<file path="src/focl_pkg.sv">
// ----------------------------------------------------------------------------
// focl_pkg
// shared types, constants and helper functions of the field-oriented
// current loop: micro-op table, operand selects, trig coefficients
// ----------------------------------------------------------------------------
`default_nettype none

package focl_pkg;

	localparam int ADC_BITS  = 12;
	localparam int FRAC_BITS = 16;
	localparam int COEF_BITS = 30;
	localparam int DATA_W    = 32;
	localparam int AOP_W     = DATA_W + 2;
	localparam int BOP_W     = DATA_W + 1;
	localparam int ACC_W     = AOP_W + BOP_W;
	localparam int DIFF_W    = ADC_BITS + 1;
	localparam int STEP_W    = 5;
	localparam int NUM_STEPS = 32;
	localparam logic [STEP_W-1:0] LAST_STEP = STEP_W'(NUM_STEPS - 1);

	// Q2.30 coefficients
	localparam logic signed [BOP_W-1:0] C_ONE  = BOP_W'(1073741824);
	localparam logic signed [BOP_W-1:0] C_HALF = BOP_W'(536870912);
	localparam logic signed [BOP_W-1:0] C_S3H  = BOP_W'(929887697);
	localparam logic signed [BOP_W-1:0] C_IS3  = BOP_W'(619925131);

	localparam logic [ADC_BITS-1:0] OFFSET_RST = ADC_BITS'(2048);
	localparam logic [DATA_W-1:0]   SCALE_RST  = DATA_W'(65536);
	localparam logic [DATA_W-1:0]   KP_RST     = DATA_W'(65536);
	localparam logic [DATA_W-1:0]   KI_RST     = DATA_W'(6554);

	typedef enum logic [2:0] {
		CFG_ADC_OFFSET   = 3'd0,
		CFG_CUR_SCALE    = 3'd1,
		CFG_PROP_GAIN    = 3'd2,
		CFG_INTEG_GAIN   = 3'd3,
		CFG_TORQUE_REF   = 3'd4
	} cfg_idx_t;

	typedef enum logic [1:0] {
		ST_IDLE,
		ST_RUN,
		ST_OUT
	} ctrl_state_t;

	typedef enum logic [3:0] {
		A_DA, A_DB, A_IAB, A_IA, A_IBETA, A_ERRD, A_ERRQ, A_PD, A_PQ, A_VAL, A_VBE
	} a_sel_t;

	typedef enum logic [3:0] {
		B_SCALE, B_IS3, B_COS, B_SIN, B_NSIN, B_KI, B_KP, B_NHALF, B_S3H, B_NS3H
	} b_sel_t;

	typedef enum logic [3:0] {
		D_IA, D_IB, D_IBETA, D_ID, D_IQ, D_FINT, D_PD, D_TINT, D_PQ, D_VAL, D_VBE, D_VB, D_VC
	} dest_t;

	typedef enum logic [1:0] {
		SH_NONE, SH_FRAC, SH_COEF
	} shift_t;

	typedef enum logic [1:0] {
		ADD_NONE, ADD_FINT, ADD_TINT
	} addend_t;

	typedef struct packed {
		logic    mac;
		logic    clr;
		a_sel_t  a_sel;
		b_sel_t  b_sel;
		logic    wb;
		dest_t   dest;
		shift_t  shift;
		addend_t addend;
	} uop_t;

	typedef struct packed {
		logic accept;
		logic load_out;
		uop_t op;
	} dp_cmd_t;

	function automatic uop_t mac_op(input a_sel_t a, input b_sel_t b, input logic clr);
		uop_t u;
		u = '0;
		u.mac   = 1'b1;
		u.clr   = clr;
		u.a_sel = a;
		u.b_sel = b;
		return u;
	endfunction

	function automatic uop_t wb_op(input dest_t d, input shift_t s, input addend_t ad);
		uop_t u;
		u = '0;
		u.wb     = 1'b1;
		u.dest   = d;
		u.shift  = s;
		u.addend = ad;
		return u;
	endfunction

	// micro-program of one item
	function automatic uop_t uop_rom(input logic [STEP_W-1:0] step);
		uop_t u;
		u = '0;
		case (step)
			5'd0:  u = mac_op(A_DA, B_SCALE, 1'b1);
			5'd1:  u = wb_op(D_IA, SH_NONE, ADD_NONE);
			5'd2:  u = mac_op(A_DB, B_SCALE, 1'b1);
			5'd3:  u = wb_op(D_IB, SH_NONE, ADD_NONE);
			5'd4:  u = mac_op(A_IAB, B_IS3, 1'b1);
			5'd5:  u = wb_op(D_IBETA, SH_COEF, ADD_NONE);
			5'd6:  u = mac_op(A_IA, B_COS, 1'b1);
			5'd7:  u = mac_op(A_IBETA, B_SIN, 1'b0);
			5'd8:  u = wb_op(D_ID, SH_COEF, ADD_NONE);
			5'd9:  u = mac_op(A_IA, B_NSIN, 1'b1);
			5'd10: u = mac_op(A_IBETA, B_COS, 1'b0);
			5'd11: u = wb_op(D_IQ, SH_COEF, ADD_NONE);
			5'd12: u = mac_op(A_ERRD, B_KI, 1'b1);
			5'd13: u = wb_op(D_FINT, SH_FRAC, ADD_FINT);
			5'd14: u = mac_op(A_ERRD, B_KP, 1'b1);
			5'd15: u = wb_op(D_PD, SH_FRAC, ADD_FINT);
			5'd16: u = mac_op(A_ERRQ, B_KI, 1'b1);
			5'd17: u = wb_op(D_TINT, SH_FRAC, ADD_TINT);
			5'd18: u = mac_op(A_ERRQ, B_KP, 1'b1);
			5'd19: u = wb_op(D_PQ, SH_FRAC, ADD_TINT);
			5'd20: u = mac_op(A_PD, B_COS, 1'b1);
			5'd21: u = mac_op(A_PQ, B_NSIN, 1'b0);
			5'd22: u = wb_op(D_VAL, SH_COEF, ADD_NONE);
			5'd23: u = mac_op(A_PD, B_SIN, 1'b1);
			5'd24: u = mac_op(A_PQ, B_COS, 1'b0);
			5'd25: u = wb_op(D_VBE, SH_COEF, ADD_NONE);
			5'd26: u = mac_op(A_VAL, B_NHALF, 1'b1);
			5'd27: u = mac_op(A_VBE, B_S3H, 1'b0);
			5'd28: u = wb_op(D_VB, SH_COEF, ADD_NONE);
			5'd29: u = mac_op(A_VAL, B_NHALF, 1'b1);
			5'd30: u = mac_op(A_VBE, B_NS3H, 1'b0);
			default: u = wb_op(D_VC, SH_COEF, ADD_NONE);
		endcase
		return u;
	endfunction

	// hall state to 60 degree sector, invalid states fall to sector 0
	function automatic logic [2:0] hall_sector(input logic [2:0] h);
		logic [2:0] s;
		case (h)
			3'b010:  s = 3'd1;
			3'b011:  s = 3'd5;
			3'b100:  s = 3'd2;
			3'b101:  s = 3'd3;
			3'b110:  s = 3'd4;
			default: s = 3'd0;
		endcase
		return s;
	endfunction

	function automatic logic signed [BOP_W-1:0] sin_coef(input logic [2:0] s);
		logic signed [BOP_W-1:0] c;
		case (s)
			3'd1, 3'd2: c = C_S3H;
			3'd4, 3'd5: c = -C_S3H;
			default:    c = '0;
		endcase
		return c;
	endfunction

	function automatic logic signed [BOP_W-1:0] cos_coef(input logic [2:0] s);
		logic signed [BOP_W-1:0] c;
		case (s)
			3'd1, 3'd5: c = C_HALF;
			3'd2, 3'd4: c = -C_HALF;
			3'd3:       c = -C_ONE;
			default:    c = C_ONE;
		endcase
		return c;
	endfunction

	function automatic logic signed [DATA_W-1:0] sat32(input logic signed [ACC_W-1:0] v);
		logic signed [DATA_W-1:0] r;
		if (v > ACC_W'(64'sh7fffffff))
			r = 32'sh7fffffff;
		else if (v < -ACC_W'(64'sh80000000))
			r = 32'sh80000000;
		else
			r = v[DATA_W-1:0];
		return r;
	endfunction

endpackage

`default_nettype wire

</file>
<file path="src/focl_if.sv">
// ----------------------------------------------------------------------------
// focl channel interfaces
// valid/ready channels for sample transactions and voltage transactions
// ----------------------------------------------------------------------------
`default_nettype none

interface focl_in_if;
	import focl_pkg::*;
	logic                valid;
	logic                ready;
	logic [ADC_BITS-1:0] sample_a;
	logic [ADC_BITS-1:0] sample_b;
	logic [2:0]          hall_bits;
	modport source (output valid, sample_a, sample_b, hall_bits, input ready);
	modport sink   (input valid, sample_a, sample_b, hall_bits, output ready);
endinterface

interface focl_out_if;
	import focl_pkg::*;
	logic                     valid;
	logic                     ready;
	logic signed [DATA_W-1:0] volt_a;
	logic signed [DATA_W-1:0] volt_b;
	logic signed [DATA_W-1:0] volt_c;
	logic                     hall_invalid;
	modport source (output valid, volt_a, volt_b, volt_c, hall_invalid, input ready);
	modport sink   (input valid, volt_a, volt_b, volt_c, hall_invalid, output ready);
endinterface

`default_nettype wire

</file>
<file path="src/focl_ctrl.sv">
// ----------------------------------------------------------------------------
// focl_ctrl
// sequencer: walks the micro-program once per transaction, owns handshakes
// ----------------------------------------------------------------------------
`default_nettype none

module focl_ctrl (
	input  wire                      clk,
	input  wire                      arst_n,
	input  wire                      in_valid,
	output logic                     in_ready,
	output logic                     out_valid,
	input  wire                      out_ready,
	output focl_pkg::dp_cmd_t        cmd
);
	import focl_pkg::*;

	ctrl_state_t         state_q, state_nx;
	logic [STEP_W-1:0]   step_q;
	logic                out_valid_q;
	logic                out_free;

	assign out_free = !out_valid_q || out_ready;

	always_comb begin
		state_nx = state_q;
		unique case (state_q)
			ST_IDLE: if (in_valid) state_nx = ST_RUN;
			ST_RUN:  if (step_q == LAST_STEP) state_nx = ST_OUT;
			ST_OUT:  if (out_free) state_nx = ST_IDLE;
			default: state_nx = ST_IDLE;
		endcase
	end

	always_comb begin
		cmd          = '0;
		in_ready     = 1'b0;
		unique case (state_q)
			ST_IDLE: begin
				in_ready   = 1'b1;
				cmd.accept = in_valid;
			end
			ST_RUN:  cmd.op = uop_rom(step_q);
			ST_OUT:  cmd.load_out = out_free;
			default: cmd = '0;
		endcase
	end

	always_ff @(posedge clk or negedge arst_n) begin
		if (!arst_n) begin
			state_q     <= ST_IDLE;
			step_q      <= '0;
			out_valid_q <= 1'b0;
		end else begin
			state_q     <= state_nx;
			step_q      <= (state_q == ST_RUN) ? step_q + 1'b1 : '0;
			out_valid_q <= cmd.load_out || (out_valid_q && !out_ready);
		end
	end

	assign out_valid = out_valid_q;

	a_accept_starts: assert property (@(posedge clk) disable iff (!arst_n)
		cmd.accept |=> (state_q == ST_RUN) && (step_q == '0))
		else $error("accepted transaction did not start at step zero");

	a_last_to_out: assert property (@(posedge clk) disable iff (!arst_n)
		(state_q == ST_RUN) && (step_q == LAST_STEP) |=> (state_q == ST_OUT))
		else $error("sequencer missed the output stage");

	a_no_overwrite: assert property (@(posedge clk) disable iff (!arst_n)
		cmd.load_out |-> (!out_valid_q || out_ready))
		else $error("pending result overwritten");

	a_idle_step: assert property (@(posedge clk) disable iff (!arst_n)
		(state_q != ST_RUN) |=> (step_q == '0))
		else $error("step counter not cleared outside run");

endmodule

`default_nettype wire

</file>
<file path="src/focl_dpath.sv">
// ----------------------------------------------------------------------------
// focl_dpath
// shared multiply-accumulate, round/saturate writeback, loop registers
// ----------------------------------------------------------------------------
`default_nettype none

module focl_dpath (
	input  wire                                clk,
	input  wire                                arst_n,
	input  wire                                cfg_we,
	input  wire  [2:0]                         cfg_idx,
	input  wire  [focl_pkg::DATA_W-1:0]        cfg_data,
	input  wire  [focl_pkg::ADC_BITS-1:0]      sample_a,
	input  wire  [focl_pkg::ADC_BITS-1:0]      sample_b,
	input  wire  [2:0]                         hall_bits,
	input  focl_pkg::dp_cmd_t                  cmd,
	output logic signed [focl_pkg::DATA_W-1:0] volt_a,
	output logic signed [focl_pkg::DATA_W-1:0] volt_b,
	output logic signed [focl_pkg::DATA_W-1:0] volt_c,
	output logic                               hall_invalid
);
	import focl_pkg::*;

	logic [ADC_BITS-1:0]        offset_q;
	logic [DATA_W-1:0]          scale_q, kp_q, ki_q;
	logic signed [DATA_W-1:0]   tref_q;

	logic signed [DIFF_W-1:0]   da_q, db_q;
	logic [2:0]                 sec_q;
	logic                       inval_q;

	logic signed [DATA_W-1:0]   ia_q, ib_q, ibeta_q, id_q, iq_q, pd_q, pq_q;
	logic signed [DATA_W-1:0]   val_q, vbe_q, vb_q, vc_q;
	logic signed [DATA_W-1:0]   fint_q, tint_q;
	logic signed [ACC_W-1:0]    acc_q;

	logic signed [DATA_W-1:0]   err_d, err_q;
	logic signed [AOP_W-1:0]    a_op;
	logic signed [BOP_W-1:0]    b_op, sn, cs;
	logic signed [ACC_W-1:0]    prod, rnd, addend, wb_sum;
	logic signed [DATA_W-1:0]   wb_val;

	// configuration
	always_ff @(posedge clk or negedge arst_n) begin
		if (!arst_n) begin
			offset_q <= OFFSET_RST;
			scale_q  <= SCALE_RST;
			kp_q     <= KP_RST;
			ki_q     <= KI_RST;
			tref_q   <= '0;
		end else if (cfg_we) begin
			case (cfg_idx)
				CFG_ADC_OFFSET: offset_q <= cfg_data[ADC_BITS-1:0];
				CFG_CUR_SCALE:  scale_q  <= cfg_data;
				CFG_PROP_GAIN:  kp_q     <= cfg_data;
				CFG_INTEG_GAIN: ki_q     <= cfg_data;
				CFG_TORQUE_REF: tref_q   <= cfg_data;
				default: ;
			endcase
		end
	end

	// capture on accept
	always_ff @(posedge clk) begin
		if (cmd.accept) begin
			da_q    <= $signed({1'b0, sample_a}) - $signed({1'b0, offset_q});
			db_q    <= $signed({1'b0, sample_b}) - $signed({1'b0, offset_q});
			sec_q   <= hall_sector(hall_bits);
			inval_q <= (hall_bits == 3'b000) || (hall_bits == 3'b111);
		end
	end

	assign sn    = sin_coef(sec_q);
	assign cs    = cos_coef(sec_q);
	assign err_d = sat32(-ACC_W'(id_q));
	assign err_q = sat32(ACC_W'(tref_q) - ACC_W'(iq_q));

	always_comb begin
		case (cmd.op.a_sel)
			A_DA:    a_op = AOP_W'(da_q);
			A_DB:    a_op = AOP_W'(db_q);
			A_IAB:   a_op = AOP_W'(ia_q) + (AOP_W'(ib_q) <<< 1);
			A_IA:    a_op = AOP_W'(ia_q);
			A_IBETA: a_op = AOP_W'(ibeta_q);
			A_ERRD:  a_op = AOP_W'(err_d);
			A_ERRQ:  a_op = AOP_W'(err_q);
			A_PD:    a_op = AOP_W'(pd_q);
			A_PQ:    a_op = AOP_W'(pq_q);
			A_VAL:   a_op = AOP_W'(val_q);
			A_VBE:   a_op = AOP_W'(vbe_q);
			default: a_op = '0;
		endcase
	end

	always_comb begin
		case (cmd.op.b_sel)
			B_SCALE: b_op = $signed({1'b0, scale_q});
			B_IS3:   b_op = C_IS3;
			B_COS:   b_op = cs;
			B_SIN:   b_op = sn;
			B_NSIN:  b_op = -sn;
			B_KI:    b_op = $signed({1'b0, ki_q});
			B_KP:    b_op = $signed({1'b0, kp_q});
			B_NHALF: b_op = -C_HALF;
			B_S3H:   b_op = C_S3H;
			B_NS3H:  b_op = -C_S3H;
			default: b_op = '0;
		endcase
	end

	assign prod = ACC_W'(a_op) * ACC_W'(b_op);

	always_ff @(posedge clk) begin
		if (cmd.op.mac)
			acc_q <= (cmd.op.clr ? '0 : acc_q) + prod;
	end

	// round half up then floor shift, add integrator, saturate
	always_comb begin
		case (cmd.op.shift)
			SH_FRAC: rnd = (acc_q + (ACC_W'(1) <<< (FRAC_BITS - 1))) >>> FRAC_BITS;
			SH_COEF: rnd = (acc_q + (ACC_W'(1) <<< (COEF_BITS - 1))) >>> COEF_BITS;
			default: rnd = acc_q;
		endcase
		case (cmd.op.addend)
			ADD_FINT: addend = ACC_W'(fint_q);
			ADD_TINT: addend = ACC_W'(tint_q);
			default:  addend = '0;
		endcase
		wb_sum = rnd + addend;
		wb_val = sat32(wb_sum);
	end

	always_ff @(posedge clk or negedge arst_n) begin
		if (!arst_n) begin
			fint_q <= '0;
			tint_q <= '0;
		end else if (cmd.op.wb) begin
			if (cmd.op.dest == D_FINT) fint_q <= wb_val;
			if (cmd.op.dest == D_TINT) tint_q <= wb_val;
		end
	end

	always_ff @(posedge clk) begin
		if (cmd.op.wb) begin
			case (cmd.op.dest)
				D_IA:    ia_q    <= wb_val;
				D_IB:    ib_q    <= wb_val;
				D_IBETA: ibeta_q <= wb_val;
				D_ID:    id_q    <= wb_val;
				D_IQ:    iq_q    <= wb_val;
				D_PD:    pd_q    <= wb_val;
				D_PQ:    pq_q    <= wb_val;
				D_VAL:   val_q   <= wb_val;
				D_VBE:   vbe_q   <= wb_val;
				D_VB:    vb_q    <= wb_val;
				D_VC:    vc_q    <= wb_val;
				default: ;
			endcase
		end
		if (cmd.load_out) begin
			volt_a       <= val_q;
			volt_b       <= vb_q;
			volt_c       <= vc_q;
			hall_invalid <= inval_q;
		end
	end

endmodule

`default_nettype wire

</file>
<file path="src/foc_current_loop_top.sv">
// ----------------------------------------------------------------------------
// foc_current_loop_top
// hall-sensored field-oriented current loop: clarke/park, two PI loops,
// inverse park/clarke, one shared multiply-accumulate unit
// ----------------------------------------------------------------------------
// usage
//  - in_ch carries one transaction per PWM period: two phase-current ADC
//    samples and the hall state; out_ch returns three saturated Q16.16
//    phase voltages and a flag for the illegal hall states 000 and 111
//  - cfg_we/cfg_idx/cfg_data write offset, scale, gains and Iq reference;
//    write them only while no transaction is in flight
//  - in_ch.ready is high only in idle; one transaction is worked at a time
//  - a transaction passes the accept in idle, the micro-program on the shared
//    34x33 multiplier (19 products, 13 round/saturate writebacks) and the
//    output load into the registered out_ch; the next transaction is
//    accepted only once that load is done, also when out_ch is not stalled
//  - the result sits in an output register; a new transaction can be
//    accepted and computed while it waits, the load then holds until
//    out_ch.ready frees the register
//  - reset clears both integrators and restores register defaults
// ----------------------------------------------------------------------------
`default_nettype none

module foc_current_loop_top (
	input  wire                          clk,
	input  wire                          arst_n,
	input  wire                          cfg_we,
	input  wire  [2:0]                   cfg_idx,
	input  wire  [focl_pkg::DATA_W-1:0]  cfg_data,
	focl_in_if.sink                      in_ch,
	focl_out_if.source                   out_ch
);
	import focl_pkg::*;

	// command bundle from sequencer to datapath
	dp_cmd_t cmd;

	focl_ctrl u_ctrl (
		.clk       (clk),
		.arst_n    (arst_n),
		.in_valid  (in_ch.valid),
		.in_ready  (in_ch.ready),
		.out_valid (out_ch.valid),
		.out_ready (out_ch.ready),
		.cmd       (cmd)
	);

	focl_dpath u_dpath (
		.clk          (clk),
		.arst_n       (arst_n),
		.cfg_we       (cfg_we),
		.cfg_idx      (cfg_idx),
		.cfg_data     (cfg_data),
		.sample_a     (in_ch.sample_a),
		.sample_b     (in_ch.sample_b),
		.hall_bits    (in_ch.hall_bits),
		.cmd          (cmd),
		.volt_a       (out_ch.volt_a),
		.volt_b       (out_ch.volt_b),
		.volt_c       (out_ch.volt_c),
		.hall_invalid (out_ch.hall_invalid)
	);

endmodule

`default_nettype wire
</file>
<file path="src/flat_wrapper.sv">
// flat-port wrapper written by rule: the top's interface ports become plain ports
module foc_current_loop_top_flat import focl_pkg::*;
  (clk, arst_n, cfg_we, cfg_idx, cfg_data, in_ch_valid, in_ch_sample_a, in_ch_sample_b, in_ch_hall_bits, in_ch_ready, out_ch_valid, out_ch_volt_a, out_ch_volt_b, out_ch_volt_c, out_ch_hall_invalid, out_ch_ready);
  focl_in_if in_ch_i ();
  focl_out_if out_ch_i ();
  input  wire clk;
  input  wire arst_n;
  input  wire cfg_we;
  input  wire  [2:0] cfg_idx;
  input  wire  [focl_pkg::DATA_W-1:0] cfg_data;
  input wire logic [$bits(in_ch_i.valid)-1:0] in_ch_valid;
  input wire logic [$bits(in_ch_i.sample_a)-1:0] in_ch_sample_a;
  input wire logic [$bits(in_ch_i.sample_b)-1:0] in_ch_sample_b;
  input wire logic [$bits(in_ch_i.hall_bits)-1:0] in_ch_hall_bits;
  output wire logic [$bits(in_ch_i.ready)-1:0] in_ch_ready;
  output wire logic [$bits(out_ch_i.valid)-1:0] out_ch_valid;
  output wire logic [$bits(out_ch_i.volt_a)-1:0] out_ch_volt_a;
  output wire logic [$bits(out_ch_i.volt_b)-1:0] out_ch_volt_b;
  output wire logic [$bits(out_ch_i.volt_c)-1:0] out_ch_volt_c;
  output wire logic [$bits(out_ch_i.hall_invalid)-1:0] out_ch_hall_invalid;
  input wire logic [$bits(out_ch_i.ready)-1:0] out_ch_ready;
  assign in_ch_i.valid = in_ch_valid;
  assign in_ch_i.sample_a = in_ch_sample_a;
  assign in_ch_i.sample_b = in_ch_sample_b;
  assign in_ch_i.hall_bits = in_ch_hall_bits;
  assign in_ch_ready = in_ch_i.ready;
  assign out_ch_valid = out_ch_i.valid;
  assign out_ch_volt_a = out_ch_i.volt_a;
  assign out_ch_volt_b = out_ch_i.volt_b;
  assign out_ch_volt_c = out_ch_i.volt_c;
  assign out_ch_hall_invalid = out_ch_i.hall_invalid;
  assign out_ch_i.ready = out_ch_ready;
  foc_current_loop_top u_core (.clk(clk), .arst_n(arst_n), .cfg_we(cfg_we), .cfg_idx(cfg_idx), .cfg_data(cfg_data), .in_ch(in_ch_i), .out_ch(out_ch_i));
endmodule
</file>
<file path="config.mk">
export PLATFORM = sky130hd
export DESIGN_NAME = foc_current_loop_top_flat
export DESIGN_NICKNAME = d
export VERILOG_FILES = /design/src/focl_pkg.sv /design/src/focl_if.sv /design/src/focl_ctrl.sv /design/src/focl_dpath.sv /design/src/foc_current_loop_top.sv /design/src/flat_wrapper.sv
export SDC_FILE = /design/constraint.sdc
export NUM_CORES = 2
export LEC_CHECK = 0
export ABC_CLOCK_PERIOD_IN_PS = 14400
export BUFFER_PORTS_ARGS = -buffer_cell sky130_fd_sc_hd__buf_2
export CAP_MARGIN = 20
export CORE_UTILIZATION = 50
export CTS_BUF_LIST = sky130_fd_sc_hd__clkbuf_8
export DETAILED_ROUTE_END_ITERATION = 10
export PLACE_DENSITY = 0.66
export SYNTH_ARGS = -nofsm -noshare
export SYNTH_HDL_FRONTEND = slang
export SYNTH_SLANG_ARGS = --single-unit
</file>
<file path="constraint.sdc">
create_clock -name clk -period 14.4 [get_ports clk]
set_clock_uncertainty 0.1 [all_clocks]
set_input_delay 0.72 -clock clk [delete_from_list [all_inputs] [get_ports clk]]
set_output_delay 0.72 -clock clk [all_outputs]
set_load 0.005 [all_outputs]
</file>
# Yosys cells after proc, flatten, opt, wreduce, memory -nomap -nowiden
# Memory sizes are Yosys's and may differ from the RTL's.
# Cells that the tools add are included.
# W data, S select, Z words.
totals:
  in_bits: 67
  n_memories: 1
  wordCells: 163
  romBits: 608
  reg_bits: 758
  output_inout_bits: 99
classes:
  multipliers: 1
  muxes: 23
  n_eq_ne: 56
  n_lt_le_gt_ge: 6
  reduce_logical: 35
  add_sub_neg: 11
memory_table:
  columns: ["memory", "depth", "width", "read_ports", "rd_clocked_by_memory_dff", "wr", "line_no", "rtl"]
  rows:
  - ["(no name shown)", 32, 19, 1, 0, 0, "focl_pkg.sv:108", "case (step)"]
op_table:
  columns: ["operator", "count"]
  rows:
  - ["$pmux W34 S11", 1]
  - ["$pmux W33 S10", 1]
  - ["$pmux W67 S2", 2]
  - ["$mux W32", 6]
  - ["$add A67 B67 Y67", 2]
  - ["$gt A67 B32 Y1 const B", 2]
  - ["$lt A67 B32 Y1 const B", 2]
  - ["$pmux W33 S3", 1]
  - ["$add A67 B17 Y67 const B", 1]
  - ["$add A67 B31 Y67 const B", 1]
  - ["$mul A34 B33 Y67", 1]
  - ["$mux W67", 1]
  - ["$neg A32 Y67", 1]
  - ["$pmux W33 S2", 1]
  - ["$eq A4 B3 Y1 const B", 12]
  - ["$eq A4 B4 Y1 const B", 10]
  - ["$reduce_and A2 Y1", 18]
  - ["$add A32 B33 Y34", 1]
  - ["$gt A33 B32 Y1 const B", 1]
  - ["$lt A33 B32 Y1 const B", 1]
  - ["$neg A33 Y33", 1]
  - ["$sub A32 B32 Y33", 1]
  - ["$sub A12 B12 Y13", 2]
  - ["$eq A4 B2 Y1 const B", 6]
  - ["23 further kinds", 56]

# Depth between registers and ports, before layout
depth:
  word_depth: 8
  mapped_depth: 48
  ltp_nobuf: 43

# Cells and area by module
# Synthesis repeated with hierarchy kept, for this count alone.
unflattened:
  cells_unflattened: 8522
  area_unflattened_um2: 83862.9
by_module_without_submodules:
  columns: ["module", "seq_area_each_um2", "instances", "cells_per_inst", "area_per_inst_um2"]
  rows:
  - ["focl_dpath", 21513.1, 1, 8371, 82760.6]
  - ["focl_ctrl", 200.2, 1, 151, 1102.3]

# Worst setup path after synthesis
# OpenSTA, ideal clock, no wires.
synth_path:
  path_type: "register to register"
  startpoint: "register u_core.u_dpath.id_q[0]"
  endpoint: "register u_core.u_dpath.acc_q[65] (data pin)"
  path_stages_with_launch: 47
  setup_ns: 0.264
  path_slack_ns: 2.430
  required_ns: 14.036
  path_buffers: 5
  t_arrival_ns: 11.606
  path_cell_list: "edfxtp_1 -> inv_1 -> ha_1 -> or4b_1 -> or4_1 -> clkbuf_1 -> clkbuf_1 -> nor2_1 -> nand3_1 -> ha_1 -> nand2_1 -> a2111oi_1 -> a21oi_4 -> buf_6 -> a21oi_1 -> nor2_2 -> a2111oi_4 -> buf_2 -> (+11 left out) -> fa_1 -> inv_1 -> fa_1 -> inv_1 -> ha_1 -> clkbuf_1 -> nand4_1 -> nor2b_1 -> a211oi_1 -> o21ai_0 -> a211oi_1 -> o31a_1 -> or4_1 -> nand4_1 -> a31oi_1 -> o31ai_1 -> a221oi_1 -> xnor2_1"
synth_between:
  elab_chain_len: 7
synth_lines:
  columns: ["item", "line_no", "rtl"]
  rows:
  - ["from (decl)", "focl_dpath.sv:32", "logic signed [DATA_W-1:0] ia_q, ib_q, ibeta_q, id_q, iq_q, pd_q, pq_q;"]
  - ["from (signal assigned)", "focl_dpath.sv:150", "D_ID: id_q <= wb_val;"]
  - ["$neg A32 Y67 (*)", "focl_dpath.sv:75", "assign err_d = sat32(-ACC_W'(id_q));"]
  - ["$lt A67 B32 Y1", "focl_pkg.sv:184", "else if (v < -ACC_W'(64'sh80000000))"]
  - ["$mux W32", "focl_pkg.sv:184", null]
  - ["$mux W32 (*)", "focl_pkg.sv:182", "if (v > ACC_W'(64'sh7fffffff))"]
  - ["$pmux W34 S11 (*)", "focl_dpath.sv:79", "case (cmd.op.a_sel)"]
  - ["$mul A34 B33 Y67 (*)", "focl_dpath.sv:111", "assign prod = ACC_W'(a_op) * ACC_W'(b_op);"]
  - ["$add A67 B67 Y67 (*)", "focl_dpath.sv:115", "acc_q <= (cmd.op.clr ? '0 : acc_q) + prod;"]
  - ["to (signal assigned)", "focl_dpath.sv:115", null]
  - ["to (decl)", "focl_dpath.sv:35", "logic signed [ACC_W-1:0] acc_q;"]
# Mark *: on every way between the ends. The rest lies on a longest branch, timed or not.
# A chain may end at the register's enable or synchronous reset.

# Worst setup path after layout
layout_path:
  startpoint: "register u_core.u_dpath.id_q[0]"
  endpoint: "register u_core.u_dpath.acc_q[66] (data pin)"
# Same word-level chain as after synthesis.

==> run metrics <==
CTS sink count 758; CTS Buf Count 132; vias 66,041; fraction of layout cells with a size suffix above 1 ~10%; GRT overflow 0; Most used DFF post-synth edfxtp_1; Slew HR 19.2%; Starting Density between 50% and 60%; Residual DRC 0; M2 GR Usage between 50% and 60%; Clk Latency, worst-skew pair 0.92 ns; # fillers between 15,000 and 20,000; First DRT Iteration DRCs 7,941; busiest grt layer met2; register area 0.0217 sq mm; cells on worst reg2reg path 42; drt wl/cell 26.7 um; postcts setup bufs 0; Pre-antenna DRT Iters 10; Final Wtd Congestion 1.02; vias per cell a little under 6; Critical Path Sink Type flip-flop; Tcrit/Tclk final 96.2%; I/O Buffers about 170; number of synthesized flops with an enable pin between 500 and 600; Layout Area Growth over Synthesis 8.04%; Setup CP Type reg -> reg; Max Transition Viols Final 0; htree depth 4; worst flop-to-flop path startpoint u_core.u_dpath.id_q[0]; syn_nets 10,448; maximum clock insertion buffer count 3; Tmin final 13.85 ns; Synth top area share 30.4%; RSZ-0062 raised after global routing false; clock-pin slew on the worst setup and hold paths 0.06 ns; worst hold path class in -> reg; Hold EP u_core.u_dpath.ki_q[13]; largest net degree at the start of global routing 86; Die Y-Extent approximately 410 um; Startpoint Class flip-flop; post-synthesis sequential area ratio between 20 and 30%; delay of the slowest critical-path stage 0.84 ns; Cell Area, Synth 0.0846 sq mm; outcome completed; CP Data Required Time around 15 ns; Max Fclk 72.2 MHz; worst-margin pin slew 1.21 ns; max reg flops 67; Rows 150; hold depth 2; initial antenna violation count 27; met1 track utilization from global routing between 40% and 50%; Yosys warning count 0; ranking of synthesized cells by area fa_1 30%, edfxtp_1 19%, inv_1 7.1%, ha_1 6.0%, dfrtp_1 6.0%; total wire length 298 mm; final antenna-violating net count 0; Async SR Flop Fraction 28.0%; Critical Path AT 14.35 ns; Synth area leader fa_1; Root Buffer clkbuf_8; die area 0.171 sq mm; Critical-path top delay cell or4_1; CTS tree built; Multi-input gate area 0.0555 sq mm; Final Hold Fails 0; R2R Path End u_core.u_dpath.acc_q[66]; count leader, synth inv_1; reg-to-reg setup timing slack around 0.55 ns; number of top-level pins between 150 and 200; Hold Path Origin cfg_data[13]; Distinct cells, synth 114; first-pass GRT wire length 441 mm; setup violators final 0; M3 GR Usage 11.4%; Synth Instances 8,687; dpl hpwl 239 mm; CP max FO 14; core box area between 0.15 and 0.2 sq mm; most frequent CP cell fa_1; Final Net Count around 11,000; register bit count reported by yosys 758; syn_area_per_cell between 9 and 10 sq um; Post-synth top cells 1,607 x inv_1, 1,286 x fa_1, 940 x nand2_1; Setup TNS 0 ns; vias in the first global route 67,093; chip width 413 um; total track usage a little over a third; max-cap violation count 0; register name with the most flops u_core.u_dpath.acc_q
-- per-stage QoR --
stage	cell area [sq um]	hold slack, ns	utilization [%]	instances	setup WS [ns]
after CTS	91300	0.0123	54.5	11121	0.643
after floorplan	84600	0.300	-	8687	2.43
final	91400	0.0724	54.5	11132	0.548
after global placement	88600	0.301	52.9	10870	0.737
after global routing	91400	0.0569	54.5	11126	0.0646
after detailed placement	88600	0.305	52.9	10872	0.731
-- worst max path at each step --
| stage | startpoint | end | slack [ns] |
|---|---|---|---|
| global placement | u_core.u_dpath.id_q[0] | u_core.u_dpath.acc_q[65] | 0.74 |
| global route | u_core.u_dpath.id_q[0] | u_core.u_dpath.acc_q[66] | 0.06 |
| floorplan | u_core.u_dpath.id_q[0] | u_core.u_dpath.acc_q[65] | 2.43 |
| CTS | u_core.u_dpath.id_q[0] | u_core.u_dpath.acc_q[65] | 0.64 |
| finish | u_core.u_dpath.id_q[0] | u_core.u_dpath.acc_q[66] | 0.55 |
| detailed placement | u_core.u_dpath.id_q[0] | u_core.u_dpath.acc_q[65] | 0.73 |
-- cell families after synthesis --
group	synth area share [%]
compound gates	10.2
fa+ha+maj	36.5
mux	2.02
simple gates	13.1
buf+inv	9.31
xor+xnor	3.23
flops	25.7
-- placed cells by master (no fill, tap or decap), drive strengths merged, types with 36 or more instances in the layout --
master	instances
a21o	112
or3	45
nor2	907
buf	411
nand4	91
o21ai	221
nand3	74
a222oi	67
o31ai	72
nor3	73
xnor2	211
clkbuf	143
and3	36
o21bai	47
a31oi	37
a22oi	75
edfxtp	546
fa	1286
nand2	941
xor2	101
ha	408
nand2b	50
mux2	129
inv	1662
a21oi	339
dfrtp	202
and2	51
nor2b	91
-- layer usage --
layer	part of all wire, %	wire [um]	up-vias
met5	0.023	69	-
met4	3.7	11000	10
met3	13	38900	563
met2	43	127000	3686
met1	41	121000	33531
li1	-	-	28251
-- worst max-delay path: cells and delay by family, from the launching register on --
kind            cells  cell delay (ns)
buf+inv             8             0.97
fa+ha+maj          11             4.83
flops               1             0.45
xor+xnor            1             0.08
simple gates        6             1.85
compound gates     16             5.26
-- layout make-up --
| class | instances | share of cell area [%] |
|---|---|---|
| Antenna cell | 7 | 0.0192 |
| Clock buffer | 143 | 2.15 |
| Clock inverter | 100 | 0.708 |
| Inverter | 1607 | 6.60 |
| Multi-Input combinational cell | 5896 | 60.7 |
| Sequential cell | 758 | 23.8 |
| Tap cell | 2204 | 3.02 |
| Timing Repair Buffer | 417 | 3.07 |
-- repair_timing --
action | CTS | global route
setup endpoints to repair | 0 | 3
hold endpoints to repair | 90 | 0
hold buffers | 6 | 0
resized for setup | 0 | 3
Power is left out: the tool's default activity adds up to more than one toggle a clock period on the data nets, which glitch-free logic cannot reach.
